<file path="src/design/qcvc_pkg.sv">
`timescale 1ns / 1ps
// ----------------------------------------------------------------------------
// qcvc_pkg
// shared types and constants for the quantile center value clustering core
// ----------------------------------------------------------------------------
package qcvc_pkg;

	localparam int K_BITS       = 7;   // width of the cluster count register
	localparam int TAG_BITS     = 6;
	localparam int LABEL_BITS   = 6;
	localparam int OUT_VAL_BITS = 16;  // width of the value ports
	localparam int MAX_CLUSTERS = 64;
	localparam int CENTER_AW    = 6;

	localparam logic [K_BITS-1:0] K_RESET = 7'd20;
	localparam logic [K_BITS-1:0] K_MAX   = 7'd64;

	// control into the nearest center tracker
	typedef struct packed {
		logic clear;  // start a new item
		logic valid;  // a center is presented this cycle
	} near_ctl_t;

endpackage

</file>
<file path="src/design/quantile_center_value_clustering_core.sv">
`timescale 1ns / 1ps
// ----------------------------------------------------------------------------
// quantile_center_value_clustering_core
// one dimensional k-means style labeling with centers at evenly spaced
// sorted positions
// ----------------------------------------------------------------------------
//  channel  | signals                                  | direction
//  ---------+------------------------------------------+-----------
//  input    | in_valid in_ready item_value item_tag    | in
//           | last_item                                |
//  output   | out_valid out_ready out_tag out_value    | out
//           | cluster_label last_result                |
//  config   | cfg_valid cfg_ready cfg_data             | in
//
// an input item is inserted into a sorted ram as it arrives: each stored
// entry with a larger value is read and shifted up one place to open the hole
// the last item then runs the divider (a kick, then repeated subtraction of
// k from n), the center pick and for each result a pass through the nearest
// center search, where the single center ram read port sets the pace of one
// center per cycle
// reset clears only control state; the rams need no clearing pass
// a stalled output holds its result while the next result is computed; the
// sequencer waits only when a second result is ready before the first leaves
// ----------------------------------------------------------------------------
module quantile_center_value_clustering_core #(
	parameter int MAX_ITEMS  = 64,
	parameter int VALUE_BITS = 16
) (
	input  logic                            clk,
	input  logic                            arst_n,
	// input transactions
	input  logic                            in_valid,
	output logic                            in_ready,
	input  logic [qcvc_pkg::OUT_VAL_BITS-1:0] item_value,
	input  logic [qcvc_pkg::TAG_BITS-1:0]   item_tag,
	input  logic                            last_item,
	// result transactions
	output logic                            out_valid,
	input  logic                            out_ready,
	output logic [qcvc_pkg::TAG_BITS-1:0]   out_tag,
	output logic [qcvc_pkg::OUT_VAL_BITS-1:0] out_value,
	output logic [qcvc_pkg::LABEL_BITS-1:0] cluster_label,
	output logic                            last_result,
	// cluster count register write
	input  logic                            cfg_valid,
	output logic                            cfg_ready,
	input  logic [qcvc_pkg::K_BITS-1:0]     cfg_data
);
	import qcvc_pkg::*;

	// stored value width: values are kept to their low SW bits (VALUE_BITS, at most OUT_VAL_BITS)
	localparam int SW = (VALUE_BITS < OUT_VAL_BITS) ? VALUE_BITS : OUT_VAL_BITS;
	localparam int EW = SW + TAG_BITS;             // sorted ram entry {value, tag}
	localparam int FW = $clog2(MAX_ITEMS + 1);     // fill count width
	localparam int AW = $clog2(MAX_ITEMS);         // sorted ram address width

	// sequencer states
	localparam logic [3:0] S_IDLE  = 4'd0;   // waiting for an item
	localparam logic [3:0] S_INS   = 4'd1;   // read the entry below the hole
	localparam logic [3:0] S_CMP   = 4'd2;   // shift it up or drop the item in
	localparam logic [3:0] S_DIV   = 4'd3;   // kick the divider
	localparam logic [3:0] S_DIVW  = 4'd4;   // wait for n / k
	localparam logic [3:0] S_CEN   = 4'd5;   // read the sorted value of a center
	localparam logic [3:0] S_CENW  = 4'd6;   // write it to the center ram
	localparam logic [3:0] S_LRD   = 4'd7;   // read the next sorted item
	localparam logic [3:0] S_LCAP  = 4'd8;   // capture it, clear the search
	localparam logic [3:0] S_SCAN  = 4'd9;   // stream centers through the search
	localparam logic [3:0] S_DRAIN = 4'd10;  // last center compare
	localparam logic [3:0] S_EMIT  = 4'd11;  // hand the result to the output reg

	logic [3:0]            state_q;
	logic [K_BITS-1:0]     cluster_count_q;
	logic [FW-1:0]         fill_q;
	logic [FW-1:0]         j_q;        // hole position during insertion
	logic [FW-1:0]         j_dec;
	logic [SW-1:0]         new_val_q;
	logic [TAG_BITS-1:0]   new_tag_q;
	logic                  last_q;
	logic [FW-1:0]         div_q;      // n / k
	logic [FW-1:0]         pacc_q;     // divisor * (i + 1)
	logic [FW-1:0]         pos;
	logic [CENTER_AW-1:0]  i_q;        // center being picked
	logic [FW-1:0]         m_q;        // sorted item being labeled
	logic [CENTER_AW-1:0]  c_q;        // center read index
	logic                  rd_v_s1;
	logic [CENTER_AW-1:0]  idx_s1;
	logic [SW-1:0]         cur_val_q;
	logic [TAG_BITS-1:0]   cur_tag_q;
	logic                  out_valid_q;
	logic [TAG_BITS-1:0]   out_tag_q;
	logic [SW-1:0]         out_val_q;
	logic [LABEL_BITS-1:0] out_label_q;
	logic                  out_last_q;

	logic [K_BITS-1:0]     k_eff;
	logic [CENTER_AW-1:0]  k_last;
	logic                  in_fire;
	logic                  out_free;

	// sorted ram ports
	logic                  s_we;
	logic [AW-1:0]         s_waddr;
	logic [EW-1:0]         s_wdata;
	logic [AW-1:0]         s_raddr;
	logic [EW-1:0]         s_rdata;
	logic [SW-1:0]         rd_val;
	logic [TAG_BITS-1:0]   rd_tag;

	// center ram ports
	logic                  c_we;
	logic [SW-1:0]         c_rdata;

	// divider
	logic                  div_start;
	logic                  div_done;
	logic [K_BITS-1:0]     div_quo;

	// nearest search
	near_ctl_t             near_ctl;
	logic [LABEL_BITS-1:0] near_label;

	// zero counts as one, anything past the center store saturates
	always_comb begin
		if (cluster_count_q == '0) begin
			k_eff = 7'd1;
		end else if (cluster_count_q > K_MAX) begin
			k_eff = K_MAX;
		end else begin
			k_eff = cluster_count_q;
		end
	end
	assign k_last = CENTER_AW'(k_eff - 7'd1);

	assign in_ready  = (state_q == S_IDLE);
	assign in_fire   = in_valid && in_ready;
	assign cfg_ready = 1'b1;
	assign out_free  = !out_valid_q || out_ready;

	assign rd_val = s_rdata[EW-1:TAG_BITS];
	assign rd_tag = s_rdata[TAG_BITS-1:0];
	assign j_dec  = j_q - 1'b1;
	// center position, clamped to 0 when the divisor is zero
	assign pos    = (pacc_q == '0) ? '0 : pacc_q - 1'b1;

	// sorted ram: write the shifted entry or the new item into the hole
	always_comb begin
		s_we    = 1'b0;
		s_waddr = j_q[AW-1:0];
		s_wdata = {new_val_q, new_tag_q};
		if (state_q == S_INS && j_q == '0) begin
			s_we = 1'b1;
		end else if (state_q == S_CMP) begin
			s_we = 1'b1;
			if (rd_val > new_val_q) begin
				s_wdata = s_rdata;
			end
		end
	end

	always_comb begin
		unique case (state_q)
			S_INS:   s_raddr = j_dec[AW-1:0];
			S_CEN:   s_raddr = pos[AW-1:0];
			S_LRD:   s_raddr = m_q[AW-1:0];
			default: s_raddr = '0;
		endcase
	end

	assign c_we      = (state_q == S_CENW);
	assign div_start = (state_q == S_DIV);

	assign near_ctl.clear = (state_q == S_LCAP);
	assign near_ctl.valid = rd_v_s1;

	qcvc_ram #(
		.WIDTH (EW),
		.DEPTH (MAX_ITEMS)
	) u_sorted_ram (
		.clk   (clk),
		.we    (s_we),
		.waddr (s_waddr),
		.wdata (s_wdata),
		.raddr (s_raddr),
		.rdata (s_rdata)
	);

	qcvc_ram #(
		.WIDTH (SW),
		.DEPTH (MAX_CLUSTERS)
	) u_center_ram (
		.clk   (clk),
		.we    (c_we),
		.waddr (i_q),
		.wdata (rd_val),
		.raddr (c_q),
		.rdata (c_rdata)
	);

	qcvc_div u_div (
		.clk    (clk),
		.arst_n (arst_n),
		.start  (div_start),
		.num    (K_BITS'(fill_q)),
		.den    (k_eff),
		.done   (div_done),
		.quo    (div_quo)
	);

	qcvc_nearest #(
		.VW (SW)
	) u_nearest (
		.clk    (clk),
		.arst_n (arst_n),
		.ctl    (near_ctl),
		.value  (cur_val_q),
		.center (c_rdata),
		.index  (idx_s1),
		.label  (near_label)
	);

	// configuration register
	always_ff @(posedge clk or negedge arst_n) begin
		if (!arst_n) begin
			cluster_count_q <= K_RESET;
		end else if (cfg_valid && cfg_ready) begin
			cluster_count_q <= cfg_data;
		end
	end

	// sequencer control state
	always_ff @(posedge clk or negedge arst_n) begin
		if (!arst_n) begin
			state_q     <= S_IDLE;
			fill_q      <= '0;
			rd_v_s1     <= 1'b0;
			out_valid_q <= 1'b0;
		end else begin
			rd_v_s1 <= (state_q == S_SCAN);
			// result register: reload when free, else drop valid once taken
			if (state_q == S_EMIT && out_free) begin
				out_valid_q <= 1'b1;
			end else if (out_ready) begin
				out_valid_q <= 1'b0;
			end
			unique case (state_q)
				S_IDLE: begin
					if (in_fire) begin
						if (fill_q != FW'(MAX_ITEMS)) begin
							state_q <= S_INS;
						end else if (last_item) begin
							// store full: item dropped, the run still closes
							state_q <= S_DIV;
						end
					end
				end
				S_INS: begin
					if (j_q == '0) begin
						fill_q  <= fill_q + 1'b1;
						state_q <= last_q ? S_DIV : S_IDLE;
					end else begin
						state_q <= S_CMP;
					end
				end
				S_CMP: begin
					if (rd_val > new_val_q) begin
						state_q <= S_INS;
					end else begin
						fill_q  <= fill_q + 1'b1;
						state_q <= last_q ? S_DIV : S_IDLE;
					end
				end
				S_DIV: begin
					state_q <= S_DIVW;
				end
				S_DIVW: begin
					if (div_done) begin
						state_q <= S_CEN;
					end
				end
				S_CEN: begin
					state_q <= S_CENW;
				end
				S_CENW: begin
					state_q <= (i_q == k_last) ? S_LRD : S_CEN;
				end
				S_LRD: begin
					state_q <= S_LCAP;
				end
				S_LCAP: begin
					state_q <= S_SCAN;
				end
				S_SCAN: begin
					if (c_q == k_last) begin
						state_q <= S_DRAIN;
					end
				end
				S_DRAIN: begin
					state_q <= S_EMIT;
				end
				S_EMIT: begin
					if (out_free) begin
						if (m_q == fill_q - 1'b1) begin
							fill_q  <= '0;
							state_q <= S_IDLE;
						end else begin
							state_q <= S_LRD;
						end
					end
				end
				default: begin
					state_q <= S_IDLE;
				end
			endcase
		end
	end

	// datapath registers
	always_ff @(posedge clk) begin
		idx_s1 <= c_q;
		unique case (state_q)
			S_IDLE: begin
				if (in_fire) begin
					new_val_q <= SW'(item_value);
					new_tag_q <= item_tag;
					last_q    <= last_item;
					j_q       <= fill_q;
				end
			end
			S_CMP: begin
				if (rd_val > new_val_q) begin
					j_q <= j_dec;
				end
			end
			S_DIVW: begin
				if (div_done) begin
					div_q  <= FW'(div_quo);
					pacc_q <= FW'(div_quo);
					i_q    <= '0;
				end
			end
			S_CENW: begin
				i_q    <= i_q + 1'b1;
				pacc_q <= pacc_q + div_q;
				m_q    <= '0;
			end
			S_LCAP: begin
				cur_val_q <= rd_val;
				cur_tag_q <= rd_tag;
				c_q       <= '0;
			end
			S_SCAN: begin
				c_q <= c_q + 1'b1;
			end
			S_EMIT: begin
				if (out_free) begin
					out_tag_q   <= cur_tag_q;
					out_val_q   <= cur_val_q;
					out_label_q <= near_label;
					out_last_q  <= (m_q == fill_q - 1'b1);
					m_q         <= m_q + 1'b1;
				end
			end
			default: begin
			end
		endcase
	end

	assign out_valid     = out_valid_q;
	assign out_tag       = out_tag_q;
	assign out_value     = OUT_VAL_BITS'(out_val_q);
	assign cluster_label = out_label_q;
	assign last_result   = out_last_q;

endmodule

</file>
<file path="src/design/qcvc_ram.sv">
`timescale 1ns / 1ps
// ----------------------------------------------------------------------------
// qcvc_ram
// generic single write port, single read port ram with registered read
// ----------------------------------------------------------------------------
module qcvc_ram #(
	parameter int WIDTH = 16,
	parameter int DEPTH = 64
) (
	input  logic                     clk,
	input  logic                     we,
	input  logic [$clog2(DEPTH)-1:0] waddr,
	input  logic [WIDTH-1:0]         wdata,
	input  logic [$clog2(DEPTH)-1:0] raddr,
	output logic [WIDTH-1:0]         rdata
);

	logic [WIDTH-1:0] mem [DEPTH];

	always_ff @(posedge clk) begin
		if (we) begin
			mem[waddr] <= wdata;
		end
		rdata <= mem[raddr];
	end

endmodule

</file>
<file path="src/design/qcvc_div.sv">
`timescale 1ns / 1ps
// ----------------------------------------------------------------------------
// qcvc_div
// iterative divider by repeated subtraction, one subtract per cycle
// ----------------------------------------------------------------------------
module qcvc_div (
	input  logic                      clk,
	input  logic                      arst_n,
	input  logic                      start,
	input  logic [qcvc_pkg::K_BITS-1:0] num,
	input  logic [qcvc_pkg::K_BITS-1:0] den,
	output logic                      done,
	output logic [qcvc_pkg::K_BITS-1:0] quo
);
	import qcvc_pkg::*;

	logic              busy_q;
	logic              done_q;
	logic [K_BITS-1:0] rem_q;
	logic [K_BITS-1:0] quo_q;

	always_ff @(posedge clk or negedge arst_n) begin
		if (!arst_n) begin
			busy_q <= 1'b0;
			done_q <= 1'b0;
		end else begin
			done_q <= 1'b0;
			if (start) begin
				busy_q <= 1'b1;
			end else if (busy_q && rem_q < den) begin
				busy_q <= 1'b0;
				done_q <= 1'b1;
			end
		end
	end

	always_ff @(posedge clk) begin
		if (start) begin
			rem_q <= num;
			quo_q <= '0;
		end else if (busy_q && rem_q >= den) begin
			rem_q <= rem_q - den;
			quo_q <= quo_q + 1'b1;
		end
	end

	assign done = done_q;
	assign quo  = quo_q;

endmodule

</file>
<file path="src/design/qcvc_nearest.sv">
`timescale 1ns / 1ps
// ----------------------------------------------------------------------------
// qcvc_nearest
// running nearest center search, one center compared per cycle
// ----------------------------------------------------------------------------
module qcvc_nearest #(
	parameter int VW = 16
) (
	input  logic                          clk,
	input  logic                          arst_n,
	input  qcvc_pkg::near_ctl_t           ctl,
	input  logic [VW-1:0]                 value,
	input  logic [VW-1:0]                 center,
	input  logic [qcvc_pkg::LABEL_BITS-1:0] index,
	output logic [qcvc_pkg::LABEL_BITS-1:0] label
);
	import qcvc_pkg::*;

	logic                  have_q;
	logic [VW-1:0]         best_q;
	logic [LABEL_BITS-1:0] label_q;
	logic [VW-1:0]         span;
	logic                  take;

	assign span = (value >= center) ? value - center : center - value;
	// strict less keeps the lowest index on ties
	assign take = ctl.valid && (!have_q || span < best_q);

	always_ff @(posedge clk or negedge arst_n) begin
		if (!arst_n) begin
			have_q <= 1'b0;
		end else if (ctl.clear) begin
			have_q <= 1'b0;
		end else if (ctl.valid) begin
			have_q <= 1'b1;
		end
	end

	always_ff @(posedge clk) begin
		if (!ctl.clear && take) begin
			best_q  <= span;
			label_q <= index;
		end
	end

	assign label = label_q;

endmodule

</file>
<file path="config.mk">
export PLATFORM = sky130hd
export DESIGN_NAME = quantile_center_value_clustering_core
export DESIGN_NICKNAME = d
export VERILOG_FILES = /design/src/design/qcvc_pkg.sv /design/src/design/quantile_center_value_clustering_core.sv /design/src/design/qcvc_ram.sv /design/src/design/qcvc_div.sv /design/src/design/qcvc_nearest.sv
export SDC_FILE = /design/constraint.sdc
export NUM_CORES = 2
export LEC_CHECK = 0
export BUFFER_PORTS_ARGS = -buffer_cell sky130_fd_sc_hd__buf_2
export CAP_MARGIN = 10
export CORE_MARGIN = 8
export CORE_UTILIZATION = 31
export CTS_CLUSTER_SIZE = 8
export DETAILED_ROUTE_END_ITERATION = 6
export REMOVE_ABC_BUFFERS = 1
export SKIP_CTS_REPAIR_TIMING = 1
export SLEW_MARGIN = 20
export SYNTH_ARGS = -nofsm -noshare
export SYNTH_HDL_FRONTEND = slang
export SYNTH_SLANG_ARGS = --single-unit
</file>
<file path="constraint.sdc">
create_clock -name clk -period 5.8 [get_ports clk]
set_input_delay 0.29 -clock clk [delete_from_list [all_inputs] [get_ports clk]]
set_output_delay 0.29 -clock clk [all_outputs]
set_load 0.02 [all_outputs]
</file>
==> key figures <==
Outcome
  – Status: completed

STA
  – Slew @ Worst Pin: about 1.2 ns
  – Slew Limit Fails: 0
  – Max-slew headroom: 22.5%
  – Clock period minus worst slack: between 5 and 6 ns
  – Clock skew: around 0.11 ns
  – Worst hold margin: 0.0356 ns
  – Max frequency: 194 MHz
  – Unrepaired setup endpoints after global routing: false
  – Period Utilization, post-route: 88.7%
  – Final hold vios: 0
  – Final setup viols: 0

Synthesis
  – Post-synthesis sequential area ratio: 74.6%
  – Top post-synthesis cells by area: edfxtp_1, mux4_2, nand2_1
  – Syn Std Cell Area: 106000 µm²
  – Cell taking the most area after synthesis: edfxtp_1
  – Compound-cell area share of the yosys netlist: 4.67%
  – Multiplexer share of the synthesized area: 8.77%
  – Main combinational cell family by area after synthesis: multiplexers
  – Count leader, synth: edfxtp_1
  – FF+latch count, synth: 2649
  – Simple-Gate Fraction of Synth Area: under 10%
  – Post-synth top area share: 73.1%
  – Synth Area in XOR/XNOR: less than 1%
  – Primary FF master, synth: edfxtp_1
  – Synth cell count leaders: edfxtp_1, nand2_1, mux4_2, nand3_1, nor2_1
  – Ys Warns: 0
  – Syn Area/Cell: 16.2 µm²
  – Adder-cell share of the synthesized area: 1.08%
  – Asr flop ratio synth: 0.868%
  – EDFF count, synth: 2575
  – Synth unique cells: 86
  – Synth Instances: 6513

Routing
  – Vias: about 62000
  – Initial DRC Count: 8661
  – ANT nets after route: 0
  – Via density: 5.35
  – # DRC: 0
  – WL/cell: 27.0 µm
  – Pre-Repair DR Iteration Count: 5
  – WL final: roughly 320 mm

Floorplanning
  – Starting Density: between 30% and 40%
  – Core Box Area: 340000 µm²
  – Die width: 600 µm
  – Overall die height: 600 µm
  – IO Count: 67
  – # rows: 214
  – Die area: 360000 µm²

Placement
  – Port Buf Inserts: 65
  – Placer Congestion: 0.878
  – Dpl hpwl: 189 mm

Finish
  – Layout cells sized above 1: 18.2%
  – Layout Area Growth over Synthesis: 17.2%
  – Core Util, Final: 36.5%
  – Final #Nets: about 7000

Critical path
  – WP data required: ~6.6 ns
  – Crit end category: flip-flop
  – Worst-path fanout max: just over 60
  – Worst setup SP type: flip-flop
  – Crit path kind: flip-flop to flip-flop
  – Reg2reg setup slack: 0.66 ns
  – CP arrival: 5.89 ns

Clock network
  – Clock tree buffer depth: 4
  – CTS clock-pin slew for the worst setup and hold paths: roughly 0.050 ns
  – CTS sink cnt: 2649
  – CTS tree: yes
  – Worst skew pair latency: 0.95 ns
  – CTS buffer count: 370
  – Root buf cell: clkbuf_16
  – CTS H-tree depth: 5

GRT
  – GR Util All Layers: 16.9%
  – First-pass GRT wire length: roughly 450 mm
  – Initial antenna violation count: 13
  – Number of global-route vias before repair: 61010
  – Largest net degree at the start of global routing: 131
  – Congestion Overflow GR: 0

Worst hold path
  – Worst Hold Class: input pin to flip-flop

Pwr
  – Max rail drop VDD: ~0.00034 V
  – Power Density: about 500 nW/µm²
  – Leakage power: 0.0409 µW

Job
  – # Max-Cap Violations: 0
layout make-up:
class                   count  area (µm²)
fillers                 31455      216000
well taps                4536        5680
repair buffers            429        3530
flip-flops and latches   2649       78900
diodes                     11        27.5
clock inverters            27         468
clock buffers             532        9930
inverters                  95         357
multi-input cells        3396       25000
per-layer routing:
layer	track usage (%)	wire length [µm]	vias up	share of wire (%)
li1	-	-	26095	-
met4	7.11	14600	6	4.6
met2	27.0	146000	3530	46
met5	0	41	-	0.013
met1	22.5	124000	32121	39
met3	3.50	31000	681	9.8
worst max-delay path, stage by stage (launching register included):
cell	delay [ns]
edfxtp_1	0.46
inv_1	0.18
ha_1	0.17
or3b_2	0.52
o211ai_4	0.54
and2_4	0.69
buf_12	0.30
buf_12	0.34
mux2i_1	0.24
o221ai_1	0.20
a31oi_1	0.34
nor2_1	0.06
o21ai_0	0.67
o21ai_1	0.13
power by group:
part	internal [µW]	switching, µW
combinational	5010	12800
sequential	23500	503
clock	11800	7860
layout by cell type (no fill, tap or decap), types with 64 or more instances in the layout:
master / n
buf_4: 294
inv_1: 93
mux4_2: 337
nand3_1: 336
a311oi_1: 64
clkbuf_1: 159
nor2_1: 177
and3_1: 81
o21ai_0: 80
nor2_2: 69
mux2i_1: 132
nand2_1: 1133
a31oi_1: 83
edfxtp_1: 2575
buf_2: 65
a21oi_1: 197
ha_1: 85
clkbuf_16: 373
stage by stage:
stage	setup slack, ns	setup TNS [ns]	instances	power [µW]	area, µm²
after CTS	0.762	0	11624	61500	123000
after global routing	0.530	0	11665	63500	124000
after detailed placement	0.821	0	11065	41800	113000
after floorplan	-10.13	-357.33	6140	34700	104000
after global placement	0.768	0	11064	41500	113000
final	0.657	0	11675	61500	124000
cells by family after synthesis:
kind of cell	after synthesis
buffers and inverters	468
XOR/XNOR	68
AO/OA/AOI/OAI	730
adder cells (fa/ha/maj)	89
flip-flops	2649
other	1
multiplexers	501
AND/OR/NAND/NOR	2007
worst paths after layout:
check                      startpoint  cells past startpoint               endpoint
hold / removal              out_ready                      3             state_q[1]
hold reg to reg             idx_s1[0]                      0     u_nearest.label[0]
min in group asynchronous      arst_n                      2     cluster_count_q[5]
max in group asynchronous      arst_n                      2                rd_v_s1
setup reg to reg            pacc_q[0]                     13  u_sorted_ram.rdata[9]
setup / recovery            pacc_q[0]                     13  u_sorted_ram.rdata[9]
flip-flops by register name (all words and copies together) (netlist names), 16 cells and up:
name                cells
u_center_ram.rdata     16
u_nearest.best_q       16
u_sorted_ram.rdata     22
u_sorted_ram.mem     1408
new_val_q              16
out_value              16
cur_val_q              16
u_center_ram.mem     1024
(Power assumes the default switching activity.)
